### src/rtl/deqs_pkg.sv
// deqs_pkg: shared types and codes for the deque with search
// request and response payloads, opcodes, status codes, controller/datapath links
// no dependencies
package deqs_pkg;

    localparam logic [3:0] OP_PUSH_BACK  = 4'd0;
    localparam logic [3:0] OP_POP_BACK   = 4'd1;
    localparam logic [3:0] OP_PUSH_FRONT = 4'd2;
    localparam logic [3:0] OP_POP_FRONT  = 4'd3;
    localparam logic [3:0] OP_PEEK_BACK  = 4'd4;
    localparam logic [3:0] OP_PEEK_FRONT = 4'd5;
    localparam logic [3:0] OP_SEARCH     = 4'd6;
    localparam logic [3:0] OP_REVERSE    = 4'd7;
    localparam logic [3:0] OP_CLEAR      = 4'd8;

    localparam logic [1:0] ST_OK        = 2'd0;
    localparam logic [1:0] ST_EMPTY     = 2'd1;
    localparam logic [1:0] ST_FULL      = 2'd2;
    localparam logic [1:0] ST_NOT_FOUND = 2'd3;

    typedef struct packed {
        logic [3:0]         opcode;
        logic signed [31:0] value;
    } t_req;

    typedef struct packed {
        logic signed [31:0] data;
        logic [7:0]         position;
        logic [1:0]         status;
        logic [8:0]         occupancy;
    } t_rsp;

    typedef struct packed {
        logic load;
        logic exec;
        logic capture;
        logic scan;
    } t_cmd;

    typedef struct packed {
        logic needs_read;
        logic needs_scan;
        logic hit;
        logic last;
    } t_sts;

endpackage

### src/rtl/deqs_ctrl.sv
// deqs_ctrl: sequencing state machine for the deque with search
// drives request and response handshakes and datapath commands; depends on deqs_pkg
module deqs_ctrl (
    input  logic           i_clk,
    input  logic           i_rst_n,
    input  logic           i_req_valid,
    output logic           o_req_stall,
    output logic           o_rsp_valid,
    input  logic           i_rsp_stall,
    input  deqs_pkg::t_sts i_sts,
    output deqs_pkg::t_cmd o_cmd
);
    import deqs_pkg::*;

    typedef enum logic [4:0] {
        S_IDLE = 5'b00001,
        S_EXEC = 5'b00010,
        S_READ = 5'b00100,
        S_SCAN = 5'b01000,
        S_OUT  = 5'b10000
    } t_state;

    t_state r_state, n_state;

    always_comb begin
        n_state = r_state;
        case (r_state)
            S_IDLE: begin
                if (i_req_valid) n_state = S_EXEC;
            end
            S_EXEC: begin
                if (i_sts.needs_read)      n_state = S_READ;
                else if (i_sts.needs_scan) n_state = S_SCAN;
                else                       n_state = S_OUT;
            end
            S_READ: begin
                n_state = S_OUT;
            end
            S_SCAN: begin
                if (i_sts.hit || i_sts.last) n_state = S_OUT;
            end
            S_OUT: begin
                if (!i_rsp_stall) n_state = S_IDLE;
            end
            default: begin
                n_state = S_IDLE;
            end
        endcase
    end

    always_ff @(posedge i_clk) begin
        if (!i_rst_n) begin
            r_state <= S_IDLE;
        end else begin
            r_state <= n_state;
        end
    end

    assign o_req_stall   = (r_state != S_IDLE);
    assign o_rsp_valid   = (r_state == S_OUT);
    assign o_cmd.load    = (r_state == S_IDLE) && i_req_valid;
    assign o_cmd.exec    = (r_state == S_EXEC);
    assign o_cmd.capture = (r_state == S_READ);
    assign o_cmd.scan    = (r_state == S_SCAN);

endmodule

### config.mk
export PLATFORM = sky130hd
export DESIGN_NAME = deqs_ctrl
export DESIGN_NICKNAME = d
export VERILOG_FILES = /design/src/rtl/deqs_pkg.sv /design/src/rtl/deqs_ctrl.sv
export SDC_FILE = /design/constraint.sdc
export NUM_CORES = 1
export LEC_CHECK = 0
export BUFFER_PORTS_ARGS = -buffer_cell sky130_fd_sc_hd__buf_2
export CORE_AREA = 2 2 39 41
export CTS_BUF_LIST = sky130_fd_sc_hd__clkbuf_8
export DETAILED_ROUTE_END_ITERATION = 6
export DIE_AREA = 0 0 41 43
export PLACE_DENSITY = 0.44
export SYNTH_ARGS = -nofsm -noshare
export SYNTH_HDL_FRONTEND = slang
export SYNTH_SLANG_ARGS = --single-unit
### constraint.sdc
create_clock -name i_clk -period 4 [get_ports i_clk]
set_clock_uncertainty 0.15 [all_clocks]
set_input_delay 0.2 -clock i_clk [delete_from_list [all_inputs] [get_ports i_clk]]
set_output_delay 0.2 -clock i_clk [all_outputs]
set_load 0.01 [all_outputs]
### Word level (Yosys, flattened, before mapping)

Index checks and enable logic that the tools add are counted.
W data, S select, Z words.

* memory bits (writable): 0
* memories kept: 0
* latch bits: 0
* logic and storage cells: 19
* register bits: 5
* memory bits (read-only): 0

* reduce and logical (&&, ||, !) cells: 3
* bitwise operators: 0
* multiply operators: 0
* equal/unequal tests: 9
* order comparisons: 0
* add/sub/neg operators: 0
* div/mod/pow operators: 0
* shift operators: 0
* mux-type cells: 6

Operators with widths (count)
* $mux W5: 5
* $pmux W5 S5: 1
* $eq A5 B1 Y1 const B: 1
* $eq A5 B2 Y1 const B: 1
* $eq A5 B3 Y1 const B: 1
* $eq A5 B4 Y1 const B: 1
* $eq A5 B5 Y1 const B: 1
* $ne A5 B1 Y1 const B: 1
* $ne A2 B2 Y1 const B: 2
* $reduce_and A3 Y1: 1
* $ne A2 B1 Y1 const B: 1
* $logic_and A1 B1 Y1: 1
* $logic_or A1 B1 Y1: 1

### Depth between registers and ports, before layout

Gate-level depths: netlist of the first run.

* word-level depth: 3
* depth in mapped cells: 3

### Worst setup path after synthesis of the first run

No wires, ideal clock.

* path type: reg2reg
* start point: reg r_state[0]
* end point: reg r_state[0]
* library setup time: 116 ps
* period minus slack after synthesis: 1620 ps
* path buffers: 0
* cell stages (with the launch flop): 4
* slack: 2380 ps
* arrival: 1355 ps
* required time: 3734 ps
* cell sequence: dfxtp_1 or3_4 or4_4 a31o_1

* longest elaborated chain between the ends: 3
* elaborated cells between the ends (all ways): 10
* classes of those cells: eq/ne: 8; mux: 1; reduce/logical: 1

Ends and longest elaborated chain
* start, declared: line deqs_ctrl.sv:23 `t_state r_state, n_state;`
* start signal, assigned: line deqs_ctrl.sv:55 `r_state <= n_state;`
* $eq A5 B4 Y1, or another cell as far along: line deqs_ctrl.sv:27 `case (r_state)`
* $ne A2 B1 Y1 (no source line) or $ne A2 B2 Y1 (tied branches)
* $reduce_and A3 Y1 (no source line)

Parallel ways exist; a longest one is shown, timed or not.
A chain may end at the register's enable or synchronous reset.

==> results of run 1 <==
==> final cells by class <==
cell class | instances | area (um2) | share of cell area, %
timing repair buffer | 13 | 65.1 | 15.1
clock inverter | 1 | 3.75 | 0.872
sequential | 5 | 100 | 23.3
tap | 16 | 20.0 | 4.65
clock buffer | 3 | 41.3 | 9.59
multi-input combinational | 28 | 196 | 45.6
inverter | 1 | 3.75 | 0.872
==> critical path: cells and delay by family, from the launching register on <==
kind | cells | cell delay [ns]
simple gates | 3 | 0.70
buf+inv | 1 | 0.12
flops | 1 | 0.35
==> placed cells by master (no fill, tap or decap) <==
cell and n:
and2_1 2, and3_1 2, buf_2 13, nand3b_1 1, nor4_1 1, a21o_1 1
or3_4 1, dfxtp_1 5, a21boi_1 1, inv_1 2, nor3b_1 4, a221oi_1 1
clkbuf_8 3, nor2_1 3, xnor2_1 1, a2bb2oi_1 1, o31ai_1 1, or3_1 1
nand2b_1 3, nor2b_1 1, or4_4 1, a31o_1 1, nand3_1 1
==> power groups by stage <==
stage          combinational, uW  sequential [uW]  clock [uW]
2_1_floorplan               17.3             55.8           0
3_3_place_gp                27.1             56.8           0
3_5_place_dp                26.7             56.6           0
4_1_cts                     26.8             56.0        92.8
5_1_grt                     30.3             56.3        96.3
6_report                    26.5             56.0        90.9
==> per-stage QoR <==
step	worst slack, ns	total power [uW]	area, um2	std cells	hold WS (ns)
6_report	2.25	173	430	67	0.0708
5_1_grt	2.12	183	430	67	0.0724
4_1_cts	2.23	176	430	67	0.0698
3_5_place_dp	2.33	83.3	385	63	0.298
3_3_place_gp	2.34	83.8	385	63	0.306
2_1_floorplan	2.38	73.1	300	34	0.196
==> per-layer routing <==
metal / track usage, % / part of all wire, % / up-vias
li1: - / - / 160
met1: 12.3 / 52 / 118
met2: 11.6 / 39 / 11
met3: 3.14 / 7.0 / 2
met4: 8.00 / 2.0 / 0
met5: 0 / 0 / -
==> worst min path at each step <==
stage           startpoint         end  slack [ns]  cells after the start
3_3_place_gp      i_sts[3]  r_state[2]        0.31                      2
3_5_place_dp      i_sts[3]  r_state[2]        0.30                      2
2_1_floorplan  i_req_valid  r_state[1]        0.20                      1
6_report          i_sts[3]  r_state[2]        0.07                      2
5_1_grt           i_sts[3]  r_state[2]        0.07                      2
4_1_cts           i_sts[3]  r_state[2]        0.07                      2
==> logic make-up after synthesis <==
kind of cell    count (synthesis)  share of synthesized area (%)
simple gates                   21                           46.3
compound gates                  6                           16.3
flops                           5                           33.3
xor+xnor                        1                           2.92
buf+inv                         1                           1.25
==> reports/results.md, run 1 <==
| Item | This run | Unit |
|---|---|---|
| Reg-to-reg critical path startpoint | r_state[0] | - |
| Final total negative setup slack | 0 | ns |
| Register bit total from synthesis | 5 | - |
| Category of the worst setup path capture point | output pin | - |
| Area of the core | 1380 | um2 |
| Via count | 291 | - |
| Post-route DRC violation count | 0 | - |
| Floorplan die area | 1760 | um2 |
| Capturing point of the worst reg2reg path | r_state[0] | - |
| Area share of the leading cell type in the synthesized netlist | 33.3 | % |
| Final setup viols | 0 | - |
| Wire length of the first global-routing pass | 1070 | um |
| Timing startpoint of the critical path | r_state[2] | - |
| Growth of design area from synthesis to finish | 43.3 | % |
| Run status | completed | - |
| Longest Clk Path Bufs | 2 | - |
| Sequential cell fraction of total power | 32.3 | % |
| Int Pwr | 132 | uW |
| RSZ-0062 raised after global routing | false | - |
| WL final | 711 | um |
| Share of the cycle needed by the critical path after routing | 43.7 | % |
| Worst endpoint data arrival time | 1.40 | ns |
| Clock Pin Slew Worst Setup and Hold Paths | 0.03 | ns |
| Power Dens Cells | 403 | nW/um2 |
| Clock tree from TritonCTS | done | - |
| HPWL reported at the end of detailed placement | 555 | um |
| Yosys warning count | 0 | - |
| Cell count after synthesis | 34 | - |
| Series of cell instances along the critical path | or3_1 > nor2_1 > and2_1 > buf_2 | - |
| Cell with the most instances after synthesis | dfxtp_1 | - |
| Reg with most FFs | r_state | - |
| Clock latency reported for the late side of the worst-skew pair | 0.22 | ns |
| Slew of the pin with the lowest slew margin | 0.451 | ns |
| Worst Setup EP | o_cmd[3] | - |
| Slowest stage cell, crit path | or3_1 | - |
| Max-Cap Viols | 0 | - |
| Hold Path Class | input port to flip-flop | - |
| Netlist cell types | 21 | - |
| Top_reg_cell synth | dfxtp_1 | - |
| Final slew viol count | 0 | - |
| CTS buffer count | 3 | - |
| Most area-hungry cell type in the Yosys netlist | dfxtp_1 | - |
| Antenna diode instance count | 0 | - |
| Required time of the critical path | 3.65 | ns |
| Worst slew margin relative to its limit | 69.6 | % |
| TritonRoute pass-1 iters | 2 | - |
| Initial antenna violation count | 0 | - |
| Via count of the first global-routing pass | 279 | - |
| Max reg flops | 5 | - |
| Sink Count | 5 | - |
| Die extent in x | 41 | um |
| Proportion of power drawn by combinational gates | 15.3 | % |
| Area contributors post-synth | dfxtp_1 33%, nor3b_1 10%, nand2b_1 6.3%, and2_1 4.2%, and3_1 4.2% | - |
| Share of post-route cells with drive strength above 1 | 35.3 | % |
| Sw Pwr | 41.0 | uW |
| Length in cells of the worst reg-to-reg path | 3 | - |
| Count of port buffers added during placement | 13 | - |
| Largest regs | r_state (5) | - |
| Count of H-tree levels built during CTS | 1 | - |
| GRT Total Usage | 9.35 | % |
| # fillers | 148 | - |
| Final Critical Period | 1.75 | ns |
| Final design utilization | 31.1 | % |
| Post-synth EDFFs | 0 | - |
| Post-CTS Repair Setup Buffers | 0 | - |
| Die H | 43 | um |
| Starting Density | 21.7 | % |
| Routed vias/inst | 4.34 | - |
| Number of buffers inserted for hold repair after clock tree synthesis | 0 | - |
| Boundary Pins | 14 | - |
| Post-cts gate resize count | 0 | - |
| Final routed wire length divided by cell count | 10.6 | um |
| Register-to-Register Setup Slack | 2.33 | ns |
| Post-synthesis cell area | 300 | um2 |
| Post-Synthesis Net Count | 42 | - |
| Leak Pwr | 0.000201 | uW |
| Number of nets at the end of the flow | 60 | - |
| Worst ir drop on vdd | 0.000122 | V |
| Mean area per synthesized cell | 8.83 | um2 |
| Aggregate global routing overflow | 0 | - |
| Most frequent cells after synthesis | 5 x dfxtp_1, 4 x nor3b_1, 3 x nand2b_1, 3 x nor2_1 | - |
| Start-to-end type of the worst setup path | flip-flop to output pin | - |
| Critical Path Fanout Max | 6 | - |
| Timing-limited maximum frequency | 0.573 | GHz |
| Critical path launch point type | flip-flop | - |
| Clock root cell | clkbuf_8 | - |
| Switching portion of total power | 23.6 | % |
| Share of total power in the clock network | 52.4 | % |
| Number of endpoints with negative hold slack in the final report | 0 | - |
| CP max stage delay | 0.40 | ns |
| Weighted congestion at the end of routability-driven global placement | 0.737 | - |
| Number of standard-cell rows in the floorplan | 14 | - |
| Remaining number of nets flagged by the antenna check after routing | 0 | - |
| Register area share after synthesis | 33.3 | % |
| FFs w/ async S/R, synth | 0 | % |
| Maximum number of pins on one net before global-route repair | 8 | - |
| Number of violations reported at the end of detailed-routing iteration 0 | 3 | - |
Power figures use the tool's default switching activity.
==> run 2: changes to the inputs <==
--- a/config.mk
+++ b/config.mk
@@ -10,7 +10,7 @@
 export CTS_BUF_LIST = sky130_fd_sc_hd__clkbuf_8
 export DETAILED_ROUTE_END_ITERATION = 6
 export DIE_AREA = 0 0 41 43
-export PLACE_DENSITY = 0.44
+export PLACE_DENSITY = 0.45
 export SYNTH_ARGS = -nofsm -noshare
 export SYNTH_HDL_FRONTEND = slang
 export SYNTH_SLANG_ARGS = --single-unit
==> constraint.sdc (replaced) <==
create_clock -name i_clk -period 1.41 [get_ports i_clk]
set_clock_uncertainty 0.15 [all_clocks]
set_input_delay 0.0705 -clock i_clk [delete_from_list [all_inputs] [get_ports i_clk]]
set_output_delay 0.0705 -clock i_clk [all_outputs]
set_load 0.01 [all_outputs]
==> run 2 against run 1 <==
The flow now finishes with violations (setup timing); count of clock-buffer cells in the layout unchanged; power rose to 3.2 times the previous value; via count up 25%; critical path depth down 1; critical path type is now flip-flop to flip-flop.
==> reports/results.md, run 2 (same netlist as run 1, synthesis figures left out) <==
| Item | This run | Unit | vs previous |
|---|---|---|---|
| Aggregate global routing overflow | 0 | - | unchanged |
| CTS buffer count | 3 | - | unchanged |
| Final setup viols | 9 | - | +9 |
| Proportion of power drawn by combinational gates | 25.6 | % | +10 points |
| Sequential cell fraction of total power | 28.1 | % | -4.2 points |
| GRT Total Usage | 13.4 | % | +4.0 points |
| Share of total power in the clock network | 46.4 | % | -6.0 points |
| Placed cells | 70 | - | +11% |
| Final routed wire length divided by cell count | 11.7 | um | +9.9% |
| Antenna diode instance count | 0 | - | unchanged |
| Max-Cap Viols | 0 | - | unchanged |
| Power consumption | 553 | uW | +220% |
| Commonest non-fill, non-tap cell in the layout | buf_2 | - |  |
| Number of endpoints with negative hold slack in the final report | 0 | - | unchanged |
| Critical Path Fanout Max | 2 | - | -4 |
| Final total negative setup slack | -1.10 | ns | -1.10 ns |
| Count of H-tree levels built during CTS | 1 | - | unchanged |
| Number of nets at the end of the flow | 73 | - | +22% |
| Via count | 364 | - | +25% |
| Number of violations reported at the end of detailed-routing iteration 0 | 5 | - | +2 |
| Power Dens Cells | 891 | nW/um2 | +120% |
| Leak Pwr | 0.000280 | uW | +39% |
| Floorplan die area | 1760 | um2 | unchanged |
| Longest Clk Path Bufs | 2 | - | unchanged |
| Highest-count cells in the layout ignoring fill and taps | 11 x buf_2, 6 x buf_4, 5 x buf_6 | - |  |
| Capturing point of the worst reg2reg path | r_state[0] | - |  |
| Clock tree from TritonCTS | done | - |  |
| Clock Pin Slew Worst Setup and Hold Paths | 0.04 | ns | about the same |
| Initial antenna violation count | 0 | - | unchanged |
| Routed vias/inst | 4.55 | - | +4.8% |
| Worst endpoint data arrival time | 1.59 | ns | +0.19 ns |
| Number of cells traversed by the worst hold path | 3 | - | +1 |
| Endpoint with the worst hold slack | r_state[3] | - |  |
| Number of standard-cell rows in the floorplan | 14 | - | unchanged |
| Reg-to-reg critical path startpoint | r_state[4] | - |  |
| Worst ir drop on vdd | 0.000384 | V | +220% |
| Clock latency reported for the late side of the worst-skew pair | 0.22 | ns | about the same |
| Boundary Pins | 14 | - | unchanged |
| Start-to-end type of the worst setup path | flip-flop to flip-flop | - |  |
| Violations in the final reports | setup timing | - |  |
| Hold Path Class | input port to flip-flop | - |  |
| Maximum number of pins on one net before global-route repair | 7 | - | -1 |
| Required time of the critical path | 1.37 | ns | -2.28 ns |
| Int Pwr | 419 | uW | +220% |
| Via count of the first global-routing pass | 385 | - | +38% |
| Share of the cycle needed by the critical path after routing | 116 | % |  |
| Category of the worst setup path capture point | flip-flop | - |  |
| Critical path launch point type | flip-flop | - |  |
| Post-Route Hold Slack | 0.0130 | ns | -0.0578 ns |
| Starting Density | 21.7 | % | unchanged |
| WL final | 933 | um | +31% |
| Series of cell instances along the critical path | or3_4 > or4_4 > a31o_1 | - |  |
| RSZ-0062 raised after global routing | true | - |  |
| Slowest stage cell, crit path | or4_4 | - |  |
| # fillers | 146 | - | -1.4% |
| Clock root cell | clkbuf_8 | - |  |
| Largest regs | r_state (5) | - |  |
| Sink Count | 5 | - | unchanged |
| Die extent in x | 41 | um | unchanged |
| Die H | 43 | um | unchanged |
| CP max stage delay | 0.49 | ns | +0.09 ns |
| Length in cells of the worst reg-to-reg path | 3 | - | unchanged |
| Final critical-path setup slack | -0.225 | ns | -2.48 ns |
| HPWL reported at the end of detailed placement | 655 | um | +18% |
| Timing-limited maximum frequency | 0.612 | GHz |  |
| Final Non-Filler Cells | 80 | - | +19% |
| TritonRoute pass-1 iters | 2 | - | unchanged |
| Weighted congestion at the end of routability-driven global placement | 0.672 | - | -8.8% |
| Worst slew margin relative to its limit | 79.2 | % | +9.6 points |
| Post-route DRC violation count | 0 | - | unchanged |
| Final Critical Period | 1.64 | ns |  |
| Run status | complete, but fails checks | - |  |
| Reg with most FFs | r_state | - |  |
| Final slew viol count | 0 | - | unchanged |
| Register-to-Register Setup Slack | -0.23 | ns | -2.56 ns |
| Growth of design area from synthesis to finish | 107 | % |  |
| Remaining number of nets flagged by the antenna check after routing | 0 | - | unchanged |
| Switching portion of total power | 24.1 | % | +0.51 points |
| Final design utilization | 44.8 | % | +14 points |
| Count of port buffers added during placement | 13 | - | unchanged |
| Max reg flops | 5 | - | unchanged |
| Sw Pwr | 133 | uW | +230% |
| Area of the core | 1380 | um2 | unchanged |
| Share of post-route cells with drive strength above 1 | 59.4 | % | +24 points |
| Worst hold start | i_sts[1] | - |  |
| Wire length of the first global-routing pass | 1560 | um | +46% |
| Slew of the pin with the lowest slew margin | 0.309 | ns | -0.142 ns |
run 2: how the worst max path moves through the flow:
stage | depth (start not counted) | slack, ns | start | endpoint
3_3_place_gp | 3 | -0.19 | r_state[4] | r_state[0]
3_5_place_dp | 3 | -0.20 | r_state[4] | r_state[0]
5_1_grt | 5 | -0.25 | r_state[4] | o_cmd[3]
2_1_floorplan | 3 | -0.20 | r_state[4] | r_state[0]
6_report | 3 | -0.23 | r_state[4] | r_state[0]
4_1_cts | 5 | -0.20 | r_state[4] | o_cmd[3]
run 2: final cells by class:
class / instances / area (um2) / area share (%)
Sequential cell: 5 / 103 / 16.5
Timing Repair Buffer: 26 / 196 / 31.7
Clock buffer: 3 / 41.3 / 6.65
Inverter: 1 / 3.75 / 0.605
Clock inverter: 1 / 3.75 / 0.605
Multi-Input combinational cell: 28 / 253 / 40.7
Tap cell: 16 / 20.0 / 3.23
run 2: timing repair:
item | in CTS | in global routing
resized for setup | 8 | 9
buffers inserted | 1 | 1
endpoints found under the hold margin | 3 | 0
endpoints found under the setup margin | 10 | 10
hold buffers | 4 | 0
pin swaps | 4 | 6
run 2: worst max-delay path, delay by kind of cell, from the launching register on:
family	cells	cell delay (ns)
flops	1	0.31
simple gates	2	0.87
compound gates	1	0.19
run 2: per-layer routing:
layer | routed length (um) | global-route usage (%)
met2 | 525 | 20.6
met3 | 54 | 3.14
met1 | 353 | 15.8
met4 | 0 | 8.00
met5 | 0 | 0
run 2: power groups by stage:
stage | Sequential, uW | Combinational [uW] | Clock (uW)
after floorplan | 159 | 49.2 | 0
after global placement | 156 | 103 | 0
after detailed placement | 156 | 103 | 0
after CTS | 154 | 123 | 262
after global routing | 156 | 157 | 275
final | 155 | 141 | 256
run 2: stage by stage:
stage,setup WS (ns),area [um2]
after floorplan,-0.204,303
after global placement,-0.191,440
after detailed placement,-0.199,440
after CTS,-0.205,571
after global routing,-0.247,621
final,-0.225,621
==> run 3: changes to the inputs <==
--- a/config.mk
+++ b/config.mk
@@ -5,12 +5,12 @@
 export SDC_FILE = /design/constraint.sdc
 export NUM_CORES = 1
 export LEC_CHECK = 0
-export BUFFER_PORTS_ARGS = -buffer_cell sky130_fd_sc_hd__buf_2
 export CORE_AREA = 2 2 39 41
 export CTS_BUF_LIST = sky130_fd_sc_hd__clkbuf_8
 export DETAILED_ROUTE_END_ITERATION = 6
 export DIE_AREA = 0 0 41 43
-export PLACE_DENSITY = 0.45
+export DONT_BUFFER_PORTS = 1
+export PLACE_DENSITY = 0.36
 export SYNTH_ARGS = -nofsm -noshare
 export SYNTH_HDL_FRONTEND = slang
 export SYNTH_SLANG_ARGS = --single-unit
==> run 3 against run 2 <==
The flow still finishes with violations (setup timing); sequential power about the same; sequential cell count unchanged; sequential share of layout area increased by 0.66 points; combinational power barely moved.
==> reports/results.md, run 3 (same netlist as run 1, synthesis figures left out) <==
| Item | This run | Unit | vs previous |
|---|---|---|---|
| Run status | complete, but fails checks | - |  |
| Violations in the final reports | setup timing | - |  |
| Slowest stage cell, crit path | or4_4 | - |  |
| Placed Instance Area | 405 | um2 | -8.0% |
| Reg with most FFs | r_state | - |  |
| Count of H-tree levels built during CTS | 1 | - | unchanged |
| Antenna diode instance count | 0 | - | unchanged |
| Area occupied by multi-input gates | 272 | um2 | +7.4% |
| Initial antenna violation count | 0 | - | unchanged |
| Remaining number of nets flagged by the antenna check after routing | 0 | - | unchanged |
| Critical path launch point type | flip-flop | - |  |
| Count of port buffers added during placement | 0 | - | -13 |
| GRT Total Usage | 13.3 | % | -0.10 points |
| Final critical-path setup slack | -0.228 | ns | -0.00233 ns |
| Critical Path Fanout Max | 2 | - | unchanged |
| # fillers | 134 | - | -8.2% |
| Post-route DRC violation count | 0 | - | unchanged |
| Hold Path Class | input port to output pin | - |  |
| Max-Cap Viols | 0 | - | unchanged |
| Via count of the first global-routing pass | 382 | - | -0.78% |
| CTS buffer count | 3 | - | unchanged |
| Weighted congestion at the end of routability-driven global placement | 0.709 | - | +5.5% |
| Category of the worst setup path capture point | flip-flop | - |  |
| Maximum number of pins on one net before global-route repair | 7 | - | unchanged |
| Number of standard-cell rows in the floorplan | 14 | - | unchanged |
| Floorplan die area | 1760 | um2 | unchanged |
| Flip-flop and latch area | 110 | um2 | +7.3% |
| Share of the cycle needed by the critical path after routing | 116 | % | +0.17 points |
| HPWL reported at the end of detailed placement | 657 | um | +0.27% |
| Final design instance area without fill | 641 | um2 | +3.2% |
| Clock tree from TritonCTS | done | - |  |
| Number of endpoints with negative hold slack in the final report | 0 | - | unchanged |
| RSZ-0062 raised after global routing | true | - |  |
| Die H | 43 | um | unchanged |
| Longest Clk Path Bufs | 2 | - | unchanged |
| Most congested layer reported by global routing | met2 | - |  |
| Final routed wire length divided by cell count | 12.8 | um | +10% |
| Via count | 344 | - | -5.5% |
| Share of post-route cells with drive strength above 1 | 59.3 | % | about the same |
| Worst slew margin relative to its limit | 82.7 | % | +3.5 points |
| Largest regs | r_state (5) | - |  |
| Routing usage on met2 | 22.5 | % | +1.9 points |
| Met1 demand-to-capacity share in global routing | 13.2 | % | -2.6 points |
| Required time of the critical path | 1.36 | ns | about the same |
| CP max stage delay | 0.49 | ns | about the same |
| Die extent in x | 41 | um | unchanged |
| Boundary Pins | 14 | - | unchanged |
| Timing-limited maximum frequency | 0.611 | GHz | -0.14% |
| Wire length of the first global-routing pass | 1520 | um | -2.6% |
| Met3 usage in global routing | 5.24 | % | +2.1 points |
| WL final | 963 | um | +3.2% |
| Number of nets at the end of the flow | 68 | - | -6.8% |
| Worst ir drop on vdd | 0.000339 | V | -12% |
| Routed vias/inst | 4.59 | - | +0.81% |
| Power consumption | 540 | uW | -2.3% |
| Area of the core | 1380 | um2 | unchanged |
| Start-to-end type of the worst setup path | flip-flop to flip-flop | - |  |
| Final setup viols | 9 | - | unchanged |
| Clock root cell | clkbuf_8 | - |  |
| Clock latency reported for the late side of the worst-skew pair | 0.22 | ns | about the same |
| Aggregate global routing overflow | 0 | - | unchanged |
| Final slew viol count | 0 | - | unchanged |
| Starting Density | 21.7 | % | unchanged |
| Highest-count cells in the layout ignoring fill and taps | 10 x buf_4, 7 x dlygate4sd3_1, 4 x buf_6 | - |  |
| Sink Count | 5 | - | unchanged |
| TritonRoute pass-1 iters | 2 | - | unchanged |
| Worst endpoint data arrival time | 1.59 | ns | about the same |
| Power Dens Cells | 843 | nW/um2 | -5.3% |
| Commonest non-fill, non-tap cell in the layout | buf_4 | - |  |
| Max reg flops | 5 | - | unchanged |
| Number of violations reported at the end of detailed-routing iteration 0 | 3 | - | -2 |
| Series of cell instances along the critical path | or3_4 > or4_4 > a31o_1 | - |  |
| Clock Pin Slew Worst Setup and Hold Paths | 0.03 | ns | about the same |
| Leak Pwr | 0.000264 | uW | -5.5% |
| Growth of design area from synthesis to finish | 113 | % |  |
| Final Critical Period | 1.64 | ns | +0.00233 ns |
| Slew of the pin with the lowest slew margin | 0.258 | ns | -0.0510 ns |
==> run 3: cell count changes in the layout (fill, tap and decap cells not counted), moves of 2 or more <==
cell,delta
buf_2,-11
buf_4,+4
dlygate4sd3_1,+3
dfxtp_1,-2
dfxtp_4,+2
==> run 3: what timing repair did <==
| item | CTS | global route |
|---|---|---|
| pin swaps | 6 | 4 |
| resized for setup | 20 | 4 |
| buffers inserted | 3 | 0 |
| hold buffers | 5 | 2 |
| hold endpoints to repair | 5 | 2 |
| setup endpoints to repair | 9 | 9 |
==> run 3: final cells by class <==
type	instances	area share, %
Clock buffer	3	6.45
Clock inverter	1	0.586
Inverter	1	0.586
Multi-Input combinational cell	28	42.4
Sequential cell	5	17.2
Tap cell	16	3.13
Timing Repair Buffer	21	29.7
==> run 3: final timing paths <==
kind                            slack, ns    endpoint        start  cells after the start
worst max register to register      -0.23  r_state[0]   r_state[4]                      3
worst min register to register       0.51  r_state[3]   r_state[4]                      3
worst max-delay path                -0.23  r_state[0]   r_state[4]                      3
worst min-delay path                 0.12    o_cmd[3]  i_req_valid                      1
==> run 3: metal layers <==
metal / share of wire (%) / up-vias
met4: 0 / 0
met2: 51 / 13
met1: 41 / 154
met3: 7.9 / 0
li1: - / 177
met5: 0 / -
==> run 3: through the flow <==
step	worst slack (ns)	cells	hold slack [ns]	setup TNS, ns	util (%)
3_5_place_dp	-0.218	61	0.0723	-0.555	29.3
6_report	-0.228	75	0.124	-1.08	46.3
4_1_cts	-0.223	73	-0.0968	-1.08	43.3
3_3_place_gp	-0.187	61	0.0698	-0.491	29.3
5_1_grt	-0.262	75	0.125	-1.43	46.3
2_1_floorplan	-0.204	34	0.0664	-0.317	-
==> run 3: power breakdown <==
part	internal, uW	switching [uW]
logic	80.1	61.3
registers	147	5.16
clock network	186	61.1
==> run 3: critical path: cells and delay by family, from the launching register on <==
family           cells  cell delay, ns
AO/OA/AOI/OAI        1            0.19
flip-flops           1            0.32
AND/OR/NAND/NOR      2            0.87
